--- config.mk ---
export PLATFORM = sky130hd
export DESIGN_NAME = serial_frame_receiver_crc8_top_flat
export DESIGN_NICKNAME = d
export VERILOG_FILES = /design/src/rtl/sfr_pkg.sv /design/src/rtl/sfr_if.sv /design/src/rtl/sfr_front.sv /design/src/rtl/sfr_queue.sv /design/src/rtl/sfr_back.sv /design/src/rtl/serial_frame_receiver_crc8_top.sv /design/src/flat_wrapper.sv
export VERILOG_INCLUDE_DIRS = /design/src /design/src/rtl
export SDC_FILE = /design/constraint.sdc
export NUM_CORES = 1
export LEC_CHECK = 0
export ABC_AREA = 1
export BUFFER_PORTS_ARGS = -buffer_cell sky130_fd_sc_hd__buf_2
export CORE_ASPECT_RATIO = 0.8
export CORE_MARGIN = 3
export CORE_UTILIZATION = 59
export CTS_CLUSTER_SIZE = 10
export DETAILED_ROUTE_END_ITERATION = 16
export PLACE_DENSITY = 0.86
export SYNTH_ARGS = -nofsm -noshare
export SYNTH_HDL_FRONTEND = slang
export SYNTH_HIERARCHICAL = 1
export SYNTH_SLANG_ARGS = --single-unit
--- constraint.sdc ---
create_clock -name clk_i -period 3.8 [get_ports clk_i]
set_input_delay 0.76 -clock clk_i [delete_from_list [all_inputs] [get_ports clk_i]]
set_output_delay 0.76 -clock clk_i [all_outputs]
set_load 0.01 [all_outputs]
--- src/rtl/serial_frame_receiver_crc8_top_defines.svh ---
// ----------------------------------------------------------------------------
// Serial frame receiver assertion macros
// Shared concurrent assertion helpers, clocked on clk_i and disabled in reset.
// ----------------------------------------------------------------------------
`ifndef SERIAL_FRAME_RECEIVER_CRC8_TOP_DEFINES_SVH
`define SERIAL_FRAME_RECEIVER_CRC8_TOP_DEFINES_SVH

// Check a property on every clock edge outside reset.
`define SFR_ASSERT(lbl, prop, msg) \
  lbl: assert property (@(posedge clk_i) disable iff (!rst_ni) (prop)) else $error(msg);

// Check that a condition never holds outside reset.
`define SFR_ASSERT_NEVER(lbl, cond, msg) \
  lbl: assert property (@(posedge clk_i) disable iff (!rst_ni) !(cond)) else $error(msg);

`endif

--- src/rtl/sfr_pkg.sv ---
// ----------------------------------------------------------------------------
// Serial frame receiver package
// Constants, status codes and the queue entry shared by the receiver modules.
// ----------------------------------------------------------------------------
package sfr_pkg;

  // Framing constants
  localparam logic [7:0] StartTag  = 8'hFF;
  localparam logic [7:0] CrcPoly   = 8'h8C;
  localparam logic [7:0] HeaderLen = 8'd3;
  localparam logic [7:0] MinFrame  = 8'd8;

  // Frame status codes, reported with the last word of a frame
  localparam logic [1:0] StatusGood   = 2'd0;
  localparam logic [1:0] StatusCrcErr = 2'd1;
  localparam logic [1:0] StatusShort  = 2'd2;

  // One queue entry: either a whole header (three words) or one frame word
  typedef struct packed {
    logic       hdr;
    logic [7:0] b0;
    logic [7:0] b1;
    logic [7:0] b2;
    logic       last;
    logic [1:0] status;
  } sfr_entry_t;

endpackage

--- src/rtl/sfr_if.sv ---
// ----------------------------------------------------------------------------
// Serial frame receiver channel interfaces
// Valid/ready channels for received bytes and for deframed frame words.
// ----------------------------------------------------------------------------
interface sfr_rx_if;
  logic       valid;
  logic       ready;
  logic [7:0] rx_byte;

  modport source (output valid, output rx_byte, input ready);
  modport sink   (input valid, input rx_byte, output ready);
endinterface

interface sfr_tx_if;
  logic       valid;
  logic       ready;
  logic [7:0] out_byte;
  logic       frame_first;
  logic       frame_last;
  logic [1:0] frame_status;
  logic       run_last;

  modport source (output valid, output out_byte, output frame_first, output frame_last,
                  output frame_status, output run_last, input ready);
  modport sink   (input valid, input out_byte, input frame_first, input frame_last,
                  input frame_status, input run_last, output ready);
endinterface

--- src/rtl/sfr_front.sv ---
// ----------------------------------------------------------------------------
// Serial frame receiver front end
// Hunts headers, tracks the frame length, runs the CRC-8 and pushes entries.
// ----------------------------------------------------------------------------
`include "serial_frame_receiver_crc8_top_defines.svh"

module sfr_front (
  input  logic                clk_i,
  input  logic                rst_ni,
  sfr_rx_if.sink              rx_i,
  input  logic                q_full_i,
  output logic                push_o,
  output sfr_pkg::sfr_entry_t push_entry_o
);

  // Reflected CRC-8 over one byte, bit by bit
  function automatic logic [7:0] crc8_step(input logic [7:0] crc, input logic [7:0] b);
    logic [7:0] c;
    c = crc ^ b;
    for (int k = 0; k < 8; k++) begin
      c = c[0] ? ((c >> 1) ^ sfr_pkg::CrcPoly) : (c >> 1);
    end
    return c;
  endfunction

  logic             in_payload_q, in_payload_d;
  logic [1:0]       header_pos_q, header_pos_d;
  logic [1:0][7:0]  hdr_store_q;
  logic             hdr_wr;
  logic [7:0]       bytes_rem_q, bytes_rem_d;
  logic             crc_pending_q, crc_pending_d;
  logic             short_q, short_d;
  logic [7:0]       crc_q, crc_d;
  logic [7:0]       crc_rx_q, crc_rx_d;
  logic             fire;
  logic [7:0]       crc_step;

  assign rx_i.ready = !q_full_i;
  assign fire       = rx_i.valid && rx_i.ready;
  assign crc_step   = crc8_step(crc_q, rx_i.rx_byte);

  // Classify each accepted word and build the queue entry
  always_comb begin
    in_payload_d  = in_payload_q;
    header_pos_d  = header_pos_q;
    bytes_rem_d   = bytes_rem_q;
    crc_pending_d = crc_pending_q;
    short_d       = short_q;
    crc_d         = crc_q;
    crc_rx_d      = crc_rx_q;
    hdr_wr        = 1'b0;
    push_o        = 1'b0;
    push_entry_o  = '{hdr: 1'b0, b0: rx_i.rx_byte, b1: hdr_store_q[1], b2: rx_i.rx_byte,
                      last: 1'b0, status: sfr_pkg::StatusGood};
    if (fire) begin
      if (!in_payload_q) begin
        if (header_pos_q != 2'd2) begin
          hdr_wr       = 1'b1;
          header_pos_d = header_pos_q + 2'd1;
        end else begin
          header_pos_d = 2'd0;
          if (hdr_store_q[0] == sfr_pkg::StartTag && rx_i.rx_byte > sfr_pkg::HeaderLen) begin
            in_payload_d    = 1'b1;
            bytes_rem_d     = rx_i.rx_byte - sfr_pkg::HeaderLen;
            crc_pending_d   = 1'b1;
            short_d         = rx_i.rx_byte < sfr_pkg::MinFrame;
            crc_d           = '0;
            crc_rx_d        = '0;
            push_o          = 1'b1;
            push_entry_o.hdr = 1'b1;
            push_entry_o.b0 = hdr_store_q[0];
          end
        end
      end else begin
        push_o      = 1'b1;
        bytes_rem_d = bytes_rem_q - 8'd1;
        if (crc_pending_q) begin
          crc_rx_d      = rx_i.rx_byte;
          crc_pending_d = 1'b0;
        end else begin
          crc_d = crc_step;
        end
        if (bytes_rem_q == 8'd1) begin
          in_payload_d      = 1'b0;
          header_pos_d      = 2'd0;
          push_entry_o.last = 1'b1;
          if (short_q) begin
            push_entry_o.status = sfr_pkg::StatusShort;
          end else if (crc_d == crc_rx_d) begin
            push_entry_o.status = sfr_pkg::StatusGood;
          end else begin
            push_entry_o.status = sfr_pkg::StatusCrcErr;
          end
        end
      end
    end
  end

  // Hold control state
  always_ff @(posedge clk_i or negedge rst_ni) begin
    if (!rst_ni) begin
      in_payload_q  <= 1'b0;
      header_pos_q  <= 2'd0;
      bytes_rem_q   <= '0;
      crc_pending_q <= 1'b0;
      short_q       <= 1'b0;
      crc_q         <= '0;
      crc_rx_q      <= '0;
    end else begin
      in_payload_q  <= in_payload_d;
      header_pos_q  <= header_pos_d;
      bytes_rem_q   <= bytes_rem_d;
      crc_pending_q <= crc_pending_d;
      short_q       <= short_d;
      crc_q         <= crc_d;
      crc_rx_q      <= crc_rx_d;
    end
  end

  // Store the first two header words
  always_ff @(posedge clk_i) begin
    if (hdr_wr) begin
      hdr_store_q[header_pos_q[0]] <= rx_i.rx_byte;
    end
  end

  `SFR_ASSERT(a_payload_has_bytes, in_payload_q |-> (bytes_rem_q != 8'd0), "payload with no bytes left")
  `SFR_ASSERT(a_hunt_pos_range, header_pos_q != 2'd3, "header position out of range")

endmodule

--- src/rtl/sfr_queue.sv ---
// ----------------------------------------------------------------------------
// Serial frame receiver entry queue
// Short FIFO that decouples the front end from the output sequencer.
// ----------------------------------------------------------------------------
`include "serial_frame_receiver_crc8_top_defines.svh"

module sfr_queue #(
  parameter int unsigned Depth = 4
) (
  input  logic                clk_i,
  input  logic                rst_ni,
  input  logic                push_i,
  input  sfr_pkg::sfr_entry_t push_entry_i,
  output logic                full_o,
  input  logic                pop_i,
  output logic                valid_o,
  output sfr_pkg::sfr_entry_t head_o
);

  localparam int unsigned PtrW = (Depth > 1) ? $clog2(Depth) : 1;
  localparam int unsigned CntW = $clog2(Depth + 1);

  sfr_pkg::sfr_entry_t mem_q [Depth];
  logic [PtrW-1:0]     wr_ptr_q, rd_ptr_q;
  logic [CntW-1:0]     count_q;

  assign full_o  = count_q == CntW'(Depth);
  assign valid_o = count_q != '0;
  assign head_o  = mem_q[rd_ptr_q];

  // Advance pointers and count
  always_ff @(posedge clk_i or negedge rst_ni) begin
    if (!rst_ni) begin
      wr_ptr_q <= '0;
      rd_ptr_q <= '0;
      count_q  <= '0;
    end else begin
      if (push_i) begin
        wr_ptr_q <= (wr_ptr_q == PtrW'(Depth - 1)) ? '0 : wr_ptr_q + PtrW'(1);
      end
      if (pop_i) begin
        rd_ptr_q <= (rd_ptr_q == PtrW'(Depth - 1)) ? '0 : rd_ptr_q + PtrW'(1);
      end
      if (push_i && !pop_i) begin
        count_q <= count_q + CntW'(1);
      end else if (!push_i && pop_i) begin
        count_q <= count_q - CntW'(1);
      end
    end
  end

  // Write entries
  always_ff @(posedge clk_i) begin
    if (push_i) begin
      mem_q[wr_ptr_q] <= push_entry_i;
    end
  end

  `SFR_ASSERT_NEVER(a_push_when_full, push_i && full_o, "push into full queue")
  `SFR_ASSERT_NEVER(a_pop_when_empty, pop_i && !valid_o, "pop from empty queue")

endmodule

--- src/rtl/sfr_back.sv ---
// ----------------------------------------------------------------------------
// Serial frame receiver output sequencer
// Pops queue entries and presents them as frame words, one per handshake.
// ----------------------------------------------------------------------------
`include "serial_frame_receiver_crc8_top_defines.svh"

module sfr_back (
  input  logic                clk_i,
  input  logic                rst_ni,
  input  logic                q_valid_i,
  input  sfr_pkg::sfr_entry_t q_head_i,
  output logic                q_pop_o,
  sfr_tx_if.source            tx_o
);

  // Header word phases
  localparam logic [1:0] PhTag    = 2'd0;
  localparam logic [1:0] PhSecond = 2'd1;
  localparam logic [1:0] PhLength = 2'd2;

  sfr_pkg::sfr_entry_t cur_q;
  logic                cur_valid_q;
  logic [1:0]          phase_q;
  logic                fire;
  logic                finish;

  assign fire    = cur_valid_q && tx_o.ready;
  assign finish  = fire && (!cur_q.hdr || phase_q == PhLength);
  assign q_pop_o = q_valid_i && (!cur_valid_q || finish);

  // Drive the output word from the held entry
  always_comb begin
    tx_o.valid        = cur_valid_q;
    tx_o.frame_first  = cur_q.hdr && phase_q == PhTag;
    tx_o.frame_last   = !cur_q.hdr && cur_q.last;
    tx_o.frame_status = cur_q.hdr ? sfr_pkg::StatusGood : cur_q.status;
    tx_o.run_last     = !cur_q.hdr || phase_q == PhLength;
    tx_o.out_byte     = cur_q.b0;
    if (cur_q.hdr) begin
      unique case (phase_q)
        PhTag:    tx_o.out_byte = cur_q.b0;
        PhSecond: tx_o.out_byte = cur_q.b1;
        PhLength: tx_o.out_byte = cur_q.b2;
        default:  tx_o.out_byte = cur_q.b0;
      endcase
    end
  end

  // Load, advance and drop the current entry
  always_ff @(posedge clk_i or negedge rst_ni) begin
    if (!rst_ni) begin
      cur_valid_q <= 1'b0;
      phase_q     <= PhTag;
    end else if (q_pop_o) begin
      cur_valid_q <= 1'b1;
      phase_q     <= PhTag;
    end else if (finish) begin
      cur_valid_q <= 1'b0;
      phase_q     <= PhTag;
    end else if (fire) begin
      phase_q     <= phase_q + 2'd1;
    end
  end

  // Hold the entry payload
  always_ff @(posedge clk_i) begin
    if (q_pop_o) begin
      cur_q <= q_head_i;
    end
  end

  `SFR_ASSERT(a_phase_only_hdr, (phase_q != PhTag) |-> (cur_valid_q && cur_q.hdr), "phase without header")

endmodule

--- src/rtl/serial_frame_receiver_crc8_top.sv ---
// ----------------------------------------------------------------------------
// Serial frame receiver with CRC-8 check
// Deframes length-framed serial packets and reports each frame's status.
// ----------------------------------------------------------------------------
// Usage:
//   rx_i carries received bytes, one word per valid/ready handshake.
//   tx_o carries the bytes of kept frames in order, with first and last
//   marks; frame_status is valid with frame_last (good, CRC error, short).
//   Headers arrive in aligned groups of three; a group starting with 0xFF
//   and a length above 3 opens a frame, any other group is dropped.
//   A payload byte passes the entry queue and then the sequencer's held
//   entry to tx_o; a kept header follows as three words after its length
//   byte, and header words take no output slot until the group is done.
//   Throughput: one word per cycle in each direction while tx_o is ready;
//   the front end takes a byte every cycle while the entry queue has room,
//   and the sequencer drains one output word per cycle while tx_o is ready.
//   Reset clears the hunt state, the queue and the output stage; no frame
//   is in progress afterward.
//   When tx_o stalls, entries collect in the queue (QueueDepth entries),
//   then rx_i.ready drops until the output side resumes.
// ----------------------------------------------------------------------------
module serial_frame_receiver_crc8_top #(
  parameter int unsigned QueueDepth = 4
) (
  input  logic     clk_i,
  input  logic     rst_ni,
  sfr_rx_if.sink   rx_i,
  sfr_tx_if.source tx_o
);

  logic                push;
  sfr_pkg::sfr_entry_t push_entry;
  logic                q_full;
  logic                q_pop;
  logic                q_valid;
  sfr_pkg::sfr_entry_t q_head;

  // Classify received words
  sfr_front u_front (
    .clk_i        (clk_i),
    .rst_ni       (rst_ni),
    .rx_i         (rx_i),
    .q_full_i     (q_full),
    .push_o       (push),
    .push_entry_o (push_entry)
  );

  // Decouple front and back
  sfr_queue #(
    .Depth (QueueDepth)
  ) u_queue (
    .clk_i        (clk_i),
    .rst_ni       (rst_ni),
    .push_i       (push),
    .push_entry_i (push_entry),
    .full_o       (q_full),
    .pop_i        (q_pop),
    .valid_o      (q_valid),
    .head_o       (q_head)
  );

  // Sequence output words
  sfr_back u_back (
    .clk_i     (clk_i),
    .rst_ni    (rst_ni),
    .q_valid_i (q_valid),
    .q_head_i  (q_head),
    .q_pop_o   (q_pop),
    .tx_o      (tx_o)
  );

endmodule
--- src/flat_wrapper.sv ---
// flat-port wrapper written by rule: the top's interface ports become plain ports
module serial_frame_receiver_crc8_top_flat 
#(
  parameter int unsigned QueueDepth = 4
)
  (clk_i, rst_ni, rx_i_valid, rx_i_rx_byte, rx_i_ready, tx_o_valid, tx_o_out_byte, tx_o_frame_first, tx_o_frame_last, tx_o_frame_status, tx_o_run_last, tx_o_ready);
  sfr_rx_if rx_i_i ();
  sfr_tx_if tx_o_i ();
  input  logic clk_i;
  input  logic rst_ni;
  input wire logic [$bits(rx_i_i.valid)-1:0] rx_i_valid;
  input wire logic [$bits(rx_i_i.rx_byte)-1:0] rx_i_rx_byte;
  output wire logic [$bits(rx_i_i.ready)-1:0] rx_i_ready;
  output wire logic [$bits(tx_o_i.valid)-1:0] tx_o_valid;
  output wire logic [$bits(tx_o_i.out_byte)-1:0] tx_o_out_byte;
  output wire logic [$bits(tx_o_i.frame_first)-1:0] tx_o_frame_first;
  output wire logic [$bits(tx_o_i.frame_last)-1:0] tx_o_frame_last;
  output wire logic [$bits(tx_o_i.frame_status)-1:0] tx_o_frame_status;
  output wire logic [$bits(tx_o_i.run_last)-1:0] tx_o_run_last;
  input wire logic [$bits(tx_o_i.ready)-1:0] tx_o_ready;
  assign rx_i_i.valid = rx_i_valid;
  assign rx_i_i.rx_byte = rx_i_rx_byte;
  assign rx_i_ready = rx_i_i.ready;
  assign tx_o_valid = tx_o_i.valid;
  assign tx_o_out_byte = tx_o_i.out_byte;
  assign tx_o_frame_first = tx_o_i.frame_first;
  assign tx_o_frame_last = tx_o_i.frame_last;
  assign tx_o_frame_status = tx_o_i.frame_status;
  assign tx_o_run_last = tx_o_i.run_last;
  assign tx_o_i.ready = tx_o_ready;
  serial_frame_receiver_crc8_top #(.QueueDepth(QueueDepth)) u_core (.clk_i(clk_i), .rst_ni(rst_ni), .rx_i(rx_i_i), .tx_o(tx_o_i));
endmodule
=== Yosys cells after proc, flatten, opt, wreduce, memory -nomap -nowiden ===
Memory sizes are Yosys's and may differ from the RTL's. A register that Yosys moved wholly into a read port is not among the register bits.
Cells that the tools add are included.

* Register bits after elaboration: 55
* RAM bits: 112
* Bits of input ports: 12
* Output and inout bits: 15
* Logic and storage cells: 137
* Memories kept: 1

* Add/subtract/negate cells: 8
* Magnitude comparators: 4
* Equal/unequal tests: 11
* Multiplexer cells: 62
* Bitwise logic cells: 11
* Reduce and logical (&&, ||, !) cells: 26

{| class="wikitable"
|+ Memories
! name !! words !! bits a word !! rd ports !! clocked after Yosys merged registers in !! write ports !! RTL line !! text
|-
| u_core.u_queue.mem_q || 4 || 28 || 1 || 1 || 1 || sfr_queue.sv:23 || <nowiki>sfr_pkg::sfr_entry_t mem_q [Depth];</nowiki>
|}

{| class="wikitable"
|+ Operators with widths
! cell !! count
|-
| $mux W8 || 23
|-
| $mux W9 || 4
|-
| $not A2 Y3 || 8
|-
| $mux W2 || 10
|-
| $mux W1 || 17
|-
| $bwmux W16 || 1
|-
| $pmux W8 S2 || 1
|-
| $mux W3 || 5
|-
| $logic_and A1 B1 Y1 || 10
|-
| $add A2 B1 Y2 const B || 4
|-
| $demux W8 S1 || 1
|-
| $eq A8 B1 Y1 const B || 1
|-
| $eq A8 B8 Y1 || 1
|-
| $eq A8 B8 Y1 const B || 1
|-
| $gt A8 B2 Y1 const B || 1
|-
| $lt A8 B4 Y1 const B || 1
|-
| $sub A8 B1 Y8 const B || 1
|-
| $sub A8 B2 Y8 const B || 1
|-
| $xor A8 B8 Y8 || 1
|-
| $eq A2 B2 Y1 const B || 3
|-
| $reduce_bool A2 Y1 || 3
|-
| $reduce_bool A3 Y1 || 2
|-
| $logic_not A1 Y1 || 5
|-
| $ne A2 B2 Y1 const B || 2
|-
| 13 further kinds || 15
|}

=== Logic depth before layout (Yosys ltp) ===
Gate-level depths: netlist of the first run.

* Depth after elaboration: 26
* Mapped depth: 16
* Mapped depth without buffers: 16

=== Hierarchy ===
Netlist of the first run, hierarchy kept.

{| class="wikitable"
|+ By module, submodules not included
! module !! times used !! cells each !! area each (µm²) !! seq. area each (µm²)
|-
| sfr_queue || 1 || 379 || 4948.5 || 3538.4
|-
| sfr_front || 1 || 418 || 2989.1 || 1206.2
|-
| sfr_back || 1 || 116 || 1295.0 || 915.9
|}

=== Worst setup path after synthesis of the first run ===
No wires, ideal clock.

* Kind: register to register
* Start point: register u_core.u_back.phase_q[0]
* End point: register u_core.u_queue.count_q[1]
* Library setup time: 117 ps
* Arrival time: 3370 ps
* Data required time: 3683 ps
* Slack: 314 ps
* Stages on the path, launching flop included: 13
* Path buffers: 0
* Period minus slack after synthesis: 3486 ps
* Cell sequence: dfrtp_1 > inv_1 > ha_1 > inv_1 > nand2_2 > nand2_1 > a21oi_1 > inv_1 > ha_1 > inv_1 > fa_1 > nand2_1 > nand2_1

* Cells in the longest elaborated chain, start to end: 8
* Elaborated cells on any way between the ends: 10
* Those cells by class: eq/ne (1); mux (1); reduce/logical (8)

{| class="wikitable"
|+ Ends and longest elaborated chain
! element !! RTL line !! text
|-
| start: declaration || sfr_back.sv:23 || <nowiki>logic [1:0] phase_q;</nowiki>
|-
| start signal: assignment || sfr_back.sv:53 || <nowiki>phase_q <= PhTag;</nowiki>
|-
| start signal: assignment || sfr_back.sv:56 || <nowiki>phase_q <= PhTag;</nowiki>
|-
| start signal: assignment || sfr_back.sv:59 || <nowiki>phase_q <= PhTag;</nowiki>
|-
| $eq A2 B2 Y1 (*) || n/a ||
|-
| $logic_or A1 B1 Y1 (*) || n/a ||
|-
| net tx_o_run_last || flat_wrapper.sv:19 || <nowiki>output wire logic [$bits(tx_o_i.run_last)-1:0] tx_o_run_last;</nowiki>
|-
| $logic_and A1 B1 Y1 (*) || sfr_back.sv:28 || <nowiki>assign finish = fire && (!cur_q.hdr || phase_q == PhLength);</nowiki>
|-
| $logic_or A1 B1 Y1 (*) || sfr_back.sv:29 || <nowiki>assign q_pop_o = q_valid_i && (!cur_valid_q || finish);</nowiki>
|-
| $logic_and A1 B1 Y1 (*) || sfr_back.sv:29 ||
|-
| net u_core.q_pop || serial_frame_receiver_crc8_top.sv:34 || <nowiki>logic q_pop;</nowiki>
|-
| $logic_not A1 Y1 || sfr_queue.sv:44 || <nowiki>if (push_i && !pop_i) begin</nowiki>
|-
| $logic_and A1 B1 Y1 || sfr_queue.sv:44 ||
|-
| $mux W3 or $reduce_bool A2 Y1 (tied branches) || n/a ||
|-
| end signal: assignment || sfr_queue.sv:45 || <nowiki>count_q <= count_q + CntW'(1);</nowiki>
|-
| end signal: assignment || sfr_queue.sv:47 || <nowiki>count_q <= count_q - CntW'(1);</nowiki>
|-
| end: declaration || sfr_queue.sv:25 || <nowiki>logic [CntW-1:0] count_q;</nowiki>
|}

Mark *: on every way through the listed nets, which the timed path passes. The rest lies on a longest branch.
A chain may end at the register's enable or synchronous reset.

=== Worst setup path after layout of the first run ===
* Start point: register u_core.u_front.in_payload_q
* End point: register u_core.u_queue.count_q[2]

* Cells in the longest elaborated chain, start to end: 5
* Elaborated cells on any way between the ends: 7
* Those cells by class: mux (3); reduce/logical (4)

{| class="wikitable"
|+ Ends and longest elaborated chain
! element !! RTL line !! text
|-
| start: declaration || sfr_front.sv:26 || <nowiki>logic in_payload_q, in_payload_d;</nowiki>
|-
| start signal: assignment || sfr_front.sv:110 || <nowiki>in_payload_q <= in_payload_d;</nowiki>
|-
| $mux W1 (*) || sfr_front.sv:56 || <nowiki>if (!in_payload_q) begin</nowiki>
|-
| $mux W1 (*) || sfr_front.sv:55 || <nowiki>if (fire) begin</nowiki>
|-
| net u_core.push || serial_frame_receiver_crc8_top.sv:31 || <nowiki>logic push;</nowiki>
|-
| $logic_not A1 Y1 || sfr_queue.sv:46 || <nowiki>end else if (!push_i && pop_i) begin</nowiki>
|-
| $logic_and A1 B1 Y1 || sfr_queue.sv:46 ||
|-
| $reduce_bool A2 Y1 (no line) || n/a ||
|}

Marked as above.

==> results of run 1 <==
[power by group through the flow]
stage | clock network (mW) | logic (mW) | registers [mW]
after floorplan | 0 | 2.26 | 3.26
after CTS | 1.71 | 2.91 | 3.31
final | 1.68 | 2.93 | 3.31
after detailed placement | 0 | 2.89 | 3.35
after global routing | 1.82 | 3.32 | 3.36
after global placement | 0 | 2.78 | 3.32
[sequential cells by signal, indices dropped and copies added (netlist names)]
name and cells:
u_core/u_front/short_q 1, u_core/u_front/bytes_rem_q 8, u_core/u_queue/count_q 3, u_core/u_back/phase_q 2, u_core/u_queue/mem_q 112, u_core/u_front/hdr_store_q 8, u_core/u_front/header_pos_q 2, u_core/u_front/crc_pending_q 1
u_core/u_back/cur_q 28, u_core/u_front/crc_rx_q 8, u_core/u_front/in_payload_q 1, u_core/u_back/tx_o.valid 1, u_core/u_front/crc_q 8, u_core/u_queue/rd_ptr_q 2, u_core/u_queue/wr_ptr_q 2, u_core/u_front/push_entry_o 8
[final cells by class]
| cell class | count | area (um2) |
|---|---|---|
| sequential | 195 | 5660 |
| fill | 1129 | 5220 |
| multi-input combinational | 538 | 2740 |
| inverter | 133 | 504 |
| clock buffer | 21 | 460 |
| tap | 210 | 263 |
| timing repair buffer | 35 | 210 |
| clock inverter | 11 | 101 |
[layer usage]
layer  global-route usage (%)  share of wire [%]  wire length, um
met1                     32.5                 43             8080
met2                     36.3                 47             8830
met3                     4.93                8.8             1670
met4                     6.88                1.5              285
met5                        0                  0                0
[how the worst max path moves through the flow]
stage / depth (start not counted) / end
detailed placement: 12 / u_core/u_queue/count_q[2]
CTS: 11 / u_core/u_queue/count_q[2]
global route: 12 / u_core/u_queue/count_q[2]
finish: 11 / u_core/u_queue/count_q[2]
global placement: 12 / u_core/u_queue/count_q[2]
floorplan: 12 / u_core/u_queue/count_q[1]
[worst max-delay path, delay by kind of cell (launching register included)]
kind,cells,cell delay [ns]
buf+inv,3,0.74
fa+ha+maj,2,0.69
simple gates,6,1.19
flops,1,0.54
[cells in the final DEF, fill, tap and decap left out, types with 3 or more instances in the layout]
master,Yosys,routed
nand2_1,259,259
edfxtp_1,156,156
inv_1,118,118
nor2_1,56,56
o211ai_1,46,46
nand3_1,45,45
dfrtp_1,39,39
o21ai_0,32,32
buf_2,12,26
nand2_2,23,23
clkbuf_16,0,17
inv_2,14,14
ha_1,13,13
o21ai_1,12,12
o211ai_2,12,12
a21oi_1,11,10
buf_4,21,8
clkinvlp_4,0,4
o22ai_1,4,4
clkinv_2,0,3
nand4_1,3,3
nor3_1,3,3
nand3_2,3,3
xor2_1,3,3
xnor2_1,3,3
[per-stage QoR]
stage          std cells  total power [mW]  utilization, %  cell area (um2)  setup WS [ns]
2_1_floorplan        913              5.52               -             9230          0.314
5_1_grt             1143              8.50            65.6             9940          0.295
6_report            1143              7.93            65.6             9940          0.523
4_1_cts             1143              7.93            65.6             9940          0.600
3_5_place_dp        1111              6.24            61.8             9380          0.520
3_3_place_gp        1111              6.10            61.8             9380          0.713
[cells by family after synthesis]
| logic type | synth area share [%] |
|---|---|
| AOI/OAI and AO/OA | 8.75 |
| xor gates and xnor gates | 0.746 |
| adders and majority gates | 1.98 |
| buffers and inverters | 9.12 |
| DFF | 61.3 |
| and+or+nand+nor | 18.1 |
==> results.md, run 1 <==
- The flow ran to the end, and the final reports show no timing, DRC or antenna violations.
- Hold repair after CTS inserted 0 buffers.
- In the post-synthesis netlist, the biggest area contributors are edfxtp_1 (51%), dfrtp_1 (11%), nand2_1 (11%).
- The data arrival time of the critical path is 3.60 ns.
- The number of enable-type register cells in the synthesized netlist is 156.
- The overall die width is 146 um.
- The initial antenna violation count came to 0.
- For the worst-skew pair, the clock arrives at the later sink with an insertion delay of ~0.43 ns.
- The global-route usage over all layers is 23.0%.
- The number of port buffers is 26.
- The clock-pin transition on the worst setup and hold timing paths is 0.07 ns.
- The most repeated cell in the gate-level netlist after synthesis is nand2_1.
- For the worst flop-to-flop path, the logic depth is 11.
- The number of placement rows is 40.
- The net switching fraction of the power is 38.2%.
- The residual DRC count is 0.
- The cell chosen for the clock root is clkbuf_16.
- The analysis attributes to net switching a power of 3.03 mW.
- The critical path starts at u_core/u_front/in_payload_q.
- Setup repair after global routing left no endpoint under its margin.
- The share of post-route cells with drive strength above 1 is 13.3%.
- The number of setup violations in the final report is 0.
- The maximum level of the CTS H-tree is 4.
- The synthesis-to-finish area growth is 7.67%.
- edfxtp_1 takes more of the synthesized area than any other cell.
- The vertical die dimension is 118 um.
- The final count of hold timing violations was 0.
- The number of distinct library cells after synthesis is 34.
- The max-slew violation total from the final report is 0.
- The data required time at the worst endpoint is between 4 and 5 ns.
- TritonCTS built the clock tree.
- The HPWL after detailed placement is ~13000 um.
- The internal power contribution is 4.90 mW.
- The die covers 0.0172 mm2.
- The share of the cycle needed by the critical path after routing is 86.2%.
- The first detailed-routing pass took 8 iterations.
- The pin count of the biggest net entering global routing is 70.
- The number of global-route vias before repair is 5930.
- For this run, the register share of the synthesized area comes to 61.3%.
- On the worst path, the slowest cell contributes a delay of 0.54 ns.
- The worst clock skew is roughly 0.0072 ns.
- The final layout net count is 946.
- Along the worst path, the maximum fanout reaches 18.
- Counting flops and latches in the post-synthesis netlist gives 195.
- In this run the deepest clock path goes through 2 buffers.
- A synthesized cell averages 10.1 um2.
- In the routed layout, each cell is associated on average with a via count of 5.50.
- Across the run, the number of max-cap violations was 0.
- In the synthesized netlist, the number of instances is between 900 and 1000.
- The number of DRC violations after detailed-routing iteration 0 is 640.
- For this run the aggregate overflow at the end of global routing stands at 0.
- STA classifies the critical path startpoint as a register.
- The post-cts repair resize count is 0.
- Summing over every cut layer, the via total after detailed routing is 6288.
- In this run the standard cell core region covers 0.0152 mm2.
- For the final routed database, the setup TNS stands at 0 ns.
- The analysis attributes to cell leakage a power of about 4.4 nW.
- The async set-reset flop share out of synthesis is 20.0%.
- The setup path with the least slack is of type register to register.
- The worst register-to-register path ends at u_core/u_queue/count_q[2].
- The congestion estimate from routability-driven global placement came to 0.908.
- The proportion of power drawn by flip-flops and latches is 41.8%.
- The post-synthesis instance area is slightly above 0.009 mm2.
- The total setup buffers inserted after CTS is 0.
- By count the netlist is led by nand2_1 (259), edfxtp_1 (156), inv_1 (118).
- Yosys printed 6 warnings.
- The starting utilization of the core area is between 60% and 70%.
- STA classifies the critical path endpoint as a register.
- The repair_antennas step left the layout with diodes totalling 0.
- The number of nets with antenna violations after routing is 0.
- In the synthesized netlist the dominant register cell turns out to be edfxtp_1.
- The proportion of power drawn by combinational gates is a little under two fifths.
- The max-slew headroom at the worst pin is 34.4%.
- On the critical path, the stage with the largest delay is an instance of dfrtp_1.
- The clock share of power is 21.2%.
- The final routed wirelength across all metal layers is around 19000 um.
- The final critical-path required period is roughly 3.3 ns.
- The number of nets handed over by synthesis was 939.
- Clock tree synthesis inserted a total of 17 buffers.
- The share of synthesized area in the top cell type comes to 50.7%.
- The startpoint of the worst register-to-register path is u_core/u_front/in_payload_q.
- The worst hold margin is 0.477 ns.
- The total number of clock tree sinks is 195.
- In this run the register-to-register setup slack is 0.52 ns.
- The maximum frequency from static timing analysis is between 300 and 400 MHz.
- The number of ports placed on the die boundary is 27.
- The per-cell routed wire length is approximately 17 um.
- The wire length of the first global-routing pass is a little over 30000 um.
- The power density normalized to cell area is 797 mW/mm2.
- The transition time of the tightest slew-check pin is 0.980 ns.
- IR analysis of the VDD net gives a maximum drop of 0.556 mV.
- The class of the worst hold path is input pin to async pin.
- Traced cell by cell, the critical path runs through inv_1 -> nor2_1 -> inv_1 -> nand2_2 -> ha_1 -> inv_1 -> fa_1 -> nand2_1 -> nand3_1 -> nand2_1 -> nand2_1.
Power figures use the tool's default switching activity.
==> run 2: changes to the inputs <==
--- a/config.mk
+++ b/config.mk
@@ -10,10 +10,11 @@
 export BUFFER_PORTS_ARGS = -buffer_cell sky130_fd_sc_hd__buf_2
 export CORE_ASPECT_RATIO = 0.8
 export CORE_MARGIN = 3
-export CORE_UTILIZATION = 59
+export CORE_UTILIZATION = 58
+export CTS_BUF_LIST = sky130_fd_sc_hd__clkbuf_4 sky130_fd_sc_hd__clkbuf_8
 export CTS_CLUSTER_SIZE = 10
 export DETAILED_ROUTE_END_ITERATION = 16
-export PLACE_DENSITY = 0.86
+export PLACE_DENSITY = 0.88
 export SYNTH_ARGS = -nofsm -noshare
 export SYNTH_HDL_FRONTEND = slang
 export SYNTH_HIERARCHICAL = 1
==> constraint.sdc (replaced) <==
create_clock -name clk_i -period 2.8 [get_ports clk_i]
set_input_delay 0.56 -clock clk_i [delete_from_list [all_inputs] [get_ports clk_i]]
set_output_delay 0.56 -clock clk_i [all_outputs]
set_load 0.01 [all_outputs]
==> results.md, run 2 (synthesis results as in run 1) <==
- The wire length of the first global-routing pass is 29800 um (-3.1%).
- The aggregate global routing overflow is 0 (unchanged).
- Counting stages on the worst path, the most repeated cell is nor2_1.
- The clock-pin transition on the worst setup and hold timing paths is 0.10 ns (+0.03 ns).
- More flip-flops sit in one register than any other, and that register is u_core/u_queue/mem_q.
- The buffer and inverter count on the worst path is 3 (unchanged).
- The total negative slack came to 0 ns (unchanged).
- The launch point of the worst path is u_core/u_back/phase_q[0].
- The total power after layout is 10.4 mW (+31%).
- STA classifies the critical path startpoint as a register.
- The final routed wirelength across all metal layers is 18500 um (-1.8%).
- The placer's final routability congestion estimate came to 0.907 (-0.13%).
- The number of setup violations in the final report is 0 (unchanged).
- The maximum level of the CTS H-tree is 4 (unchanged).
- The number of port buffers is 26 (unchanged).
- The pin count of the biggest net entering global routing is 50 (-29%).
- The largest fanout on the critical path is 9 (-9).
- The min-delay analysis places its worst path in the category input pin to async pin.
- The estimated wirelength of the detail-placed design is 12400 um (-1.8%).
- The critical path's slowest cell is dfrtp_1.
- The capturing point of the worst reg2reg path is u_core/u_queue/mem_q[1][20].
- The share of post-route cells with drive strength above 1 was 14.6% (+1.3 points).
- By startpoint and endpoint, the worst setup path is classified as register to primary output.
- The final count of hold timing violations came to 0 (unchanged).
- The worst IR drop on VDD was 0.462 mV (-17%).
- Subtracting the final worst setup slack from the clock period gives 2.40 ns.
- The setup slack of the most critical reg-to-reg path was 0.52 ns (about the same).
- The critical path ends at tx_o_out_byte[7].
- The final layout net count is 958 (+1.3%).
- The first-pass iteration count of the detailed router is 5 (-3).
- The overall die width is 147 um (+0.82%).
- The total of hold buffers inserted after clock tree synthesis came to 0 (unchanged).
- The number of nets with antenna violations after routing came to 0 (unchanged).
- The number of DRC violations after detailed-routing iteration 0 was 723 (+13%).
- The total number of clock tree sinks is 195 (unchanged).
- The starting utilization of the core area is 60.3% (-0.60 points).
- The worst path uses 85.7% of the clock period.
- The max-slew violation total from the final report is 0 (unchanged).
- The global-route usage over all layers was 22.1% (-0.91 points).
- The reported leakage power was 4.36 nW (+0.17%).
- The max-slew headroom at the worst pin is 34.1% (-0.37 points).
- The data arrival time of the critical path came to 1.84 ns (-1.76 ns).
- Setup repair after global routing left no endpoint under its margin.
- The number of vias per cell is 5.44 (-1.2%).
- The number of antenna diodes is 0 (unchanged).
- The number of placement rows is 40 (unchanged).
- Leaving out fill and tap cells, the most frequent cells in the layout are nand2_1 (259), edfxtp_1 (156), inv_1 (118).
- The worst clock skew came to 0.0139 ns (+0.00667 ns).
- The flow ran to the end, and the final reports show no timing, DRC or antenna violations.
- STA classifies the critical path endpoint as a primary output.
- The residual DRC count is 0 (unchanged).
- Timing would allow up to 417 MHz.
- The vertical die dimension is 119 um (+0.81%).
- The max-capacitance violation count is 0 (unchanged).
- The total via count in the routed design is 6280 (-0.13%).
- In this design, the largest share of critical-path delay is due to flip-flops.
- The initial antenna violation count is 0 (unchanged).
- The total setup buffers inserted after CTS is 0 (unchanged).
- The clock tree from TritonCTS is done.
- In the final layout, the registers with the most flip-flops are u_core/u_queue/mem_q: 112 flops, u_core/u_back/cur_q: 28 flops.
- The per-cell routed wire length is 16.1 um (-2.8%).
- The placeable core region is 0.0153 mm2 (+0.99%).
- The data required time at the worst endpoint is 2.24 ns (-1.88 ns).
- In this run the critical register-to-register path is launched from u_core/u_queue/count_q[0].
- The number of flip-flops in the largest register is 112 (unchanged).
- The number of global-route vias before repair is 5976 (+0.78%).
- Leaving out fill and tap cells, the most frequent cell in the layout is nand2_1.
- The power density normalized to cell area is 1040 mW/mm2 (+31%).
- The signal on the critical path passes through inv_1 -> ha_1 -> nand2_4 -> clkinv_4 -> nor2_1 -> nor2_1 -> buf_2.
- The post-cts repair resize count is 0 (unchanged).
- The insertion delay of the later-clocked pin in the worst-skew pair came to 0.47 ns (+0.04 ns).
- CTS placed an instance of clkbuf_8 at the clock tree root.
- The peak per-stage delay on the critical path is 0.39 ns (-0.15 ns).
- The die area is 0.0175 mm2 (+1.6%).
- The number of buffers created by CTS was 17 (unchanged).
- The number of cells traversed by the worst register-to-register path is 12 (+1).
- The maximum count of clock buffers along a single path is 2 (unchanged).
- The area growth from synthesis to layout is 7.51%.
- The transition time of the tightest slew-check pin is 0.989 ns (+0.00915 ns).
- The number of logic stages on the critical path including buffering is 7 (-4).
- The number of ports placed on the die boundary was 27 (unchanged).
run 2: changes by cell type in the layout (fill, tap and decap cells not counted), moves of 2 or more:
cell and delta:
clkbuf_16 -17, clkbuf_8 +17, buf_4 +8, buf_12 +4, clkbuf_1 -2, clkinv_8 +2
clkinvlp_4 -2, inv_8 +2
run 2: metal layers:
layer,up-vias,share of wire (%),GRT usage (%),wire length (um)
li1,3050,-,-,-
met1,2922,41,30.3,7670
met2,278,47,35.5,8730
met3,30,10,5.33,1880
met4,0,1.3,6.58,250
met5,-,0,0,0
run 2: final cells by class:
cell class / instances / area, um2
repair buffers: 47 / 350
clock buffers: 19 / 262
fillers: 1137 / 5390
clock inverters: 13 / 145
inverters: 133 / 504
well taps: 210 / 263
flip-flops and latches: 195 / 5660
multi-input cells: 538 / 2740
run 2: worst reg2reg max path: cells and delay by family, from the launching register on:
| kind | cells | cell delay [ns] |
|---|---|---|
| buf+inv | 6 | 0.83 |
| flops | 1 | 0.44 |
| simple gates | 6 | 0.73 |
run 2: how the worst min path moves through the flow:
stage / from / endpoint / slack (ns) / cells after the start
after floorplan: rst_ni / u_core/u_back/phase_q[0] / 0.26 / 0
after global routing: rst_ni / u_core/u_front/crc_rx_q[7] / 0.27 / 1
final: rst_ni / u_core/u_front/crc_rx_q[7] / 0.25 / 1
after detailed placement: u_core/u_front/crc_rx_q[3] / u_core/u_front/crc_rx_q[3] / 0.47 / 2
after global placement: u_core/u_queue/count_q[2] / u_core/u_queue/count_q[2] / 0.46 / 2
after CTS: rst_ni / u_core/u_front/crc_rx_q[7] / 0.25 / 1
run 2: stage by stage:
step / area, um2 / util, % / hold WS (ns) / worst slack [ns] / std cells
after global placement: 9520 / 62.2 / 0.458 / 0.335 / 1123
after floorplan: 9240 / - / 0.264 / 0.324 / 913
after CTS: 9930 / 64.8 / 0.252 / 0.367 / 1155
final: 9930 / 64.8 / 0.248 / 0.400 / 1155
after global routing: 9930 / 64.8 / 0.272 / 0.236 / 1155
after detailed placement: 9520 / 62.2 / 0.468 / 0.282 / 1123
run 2: power breakdown:
group | total, mW | internal, mW | switching [mW]
Sequential | 4.44 | 4.09 | 0.344
Clock | 1.81 | 0.784 | 1.03
Combinational | 4.12 | 1.37 | 2.75
Total | 10.4 | 6.24 | 4.12
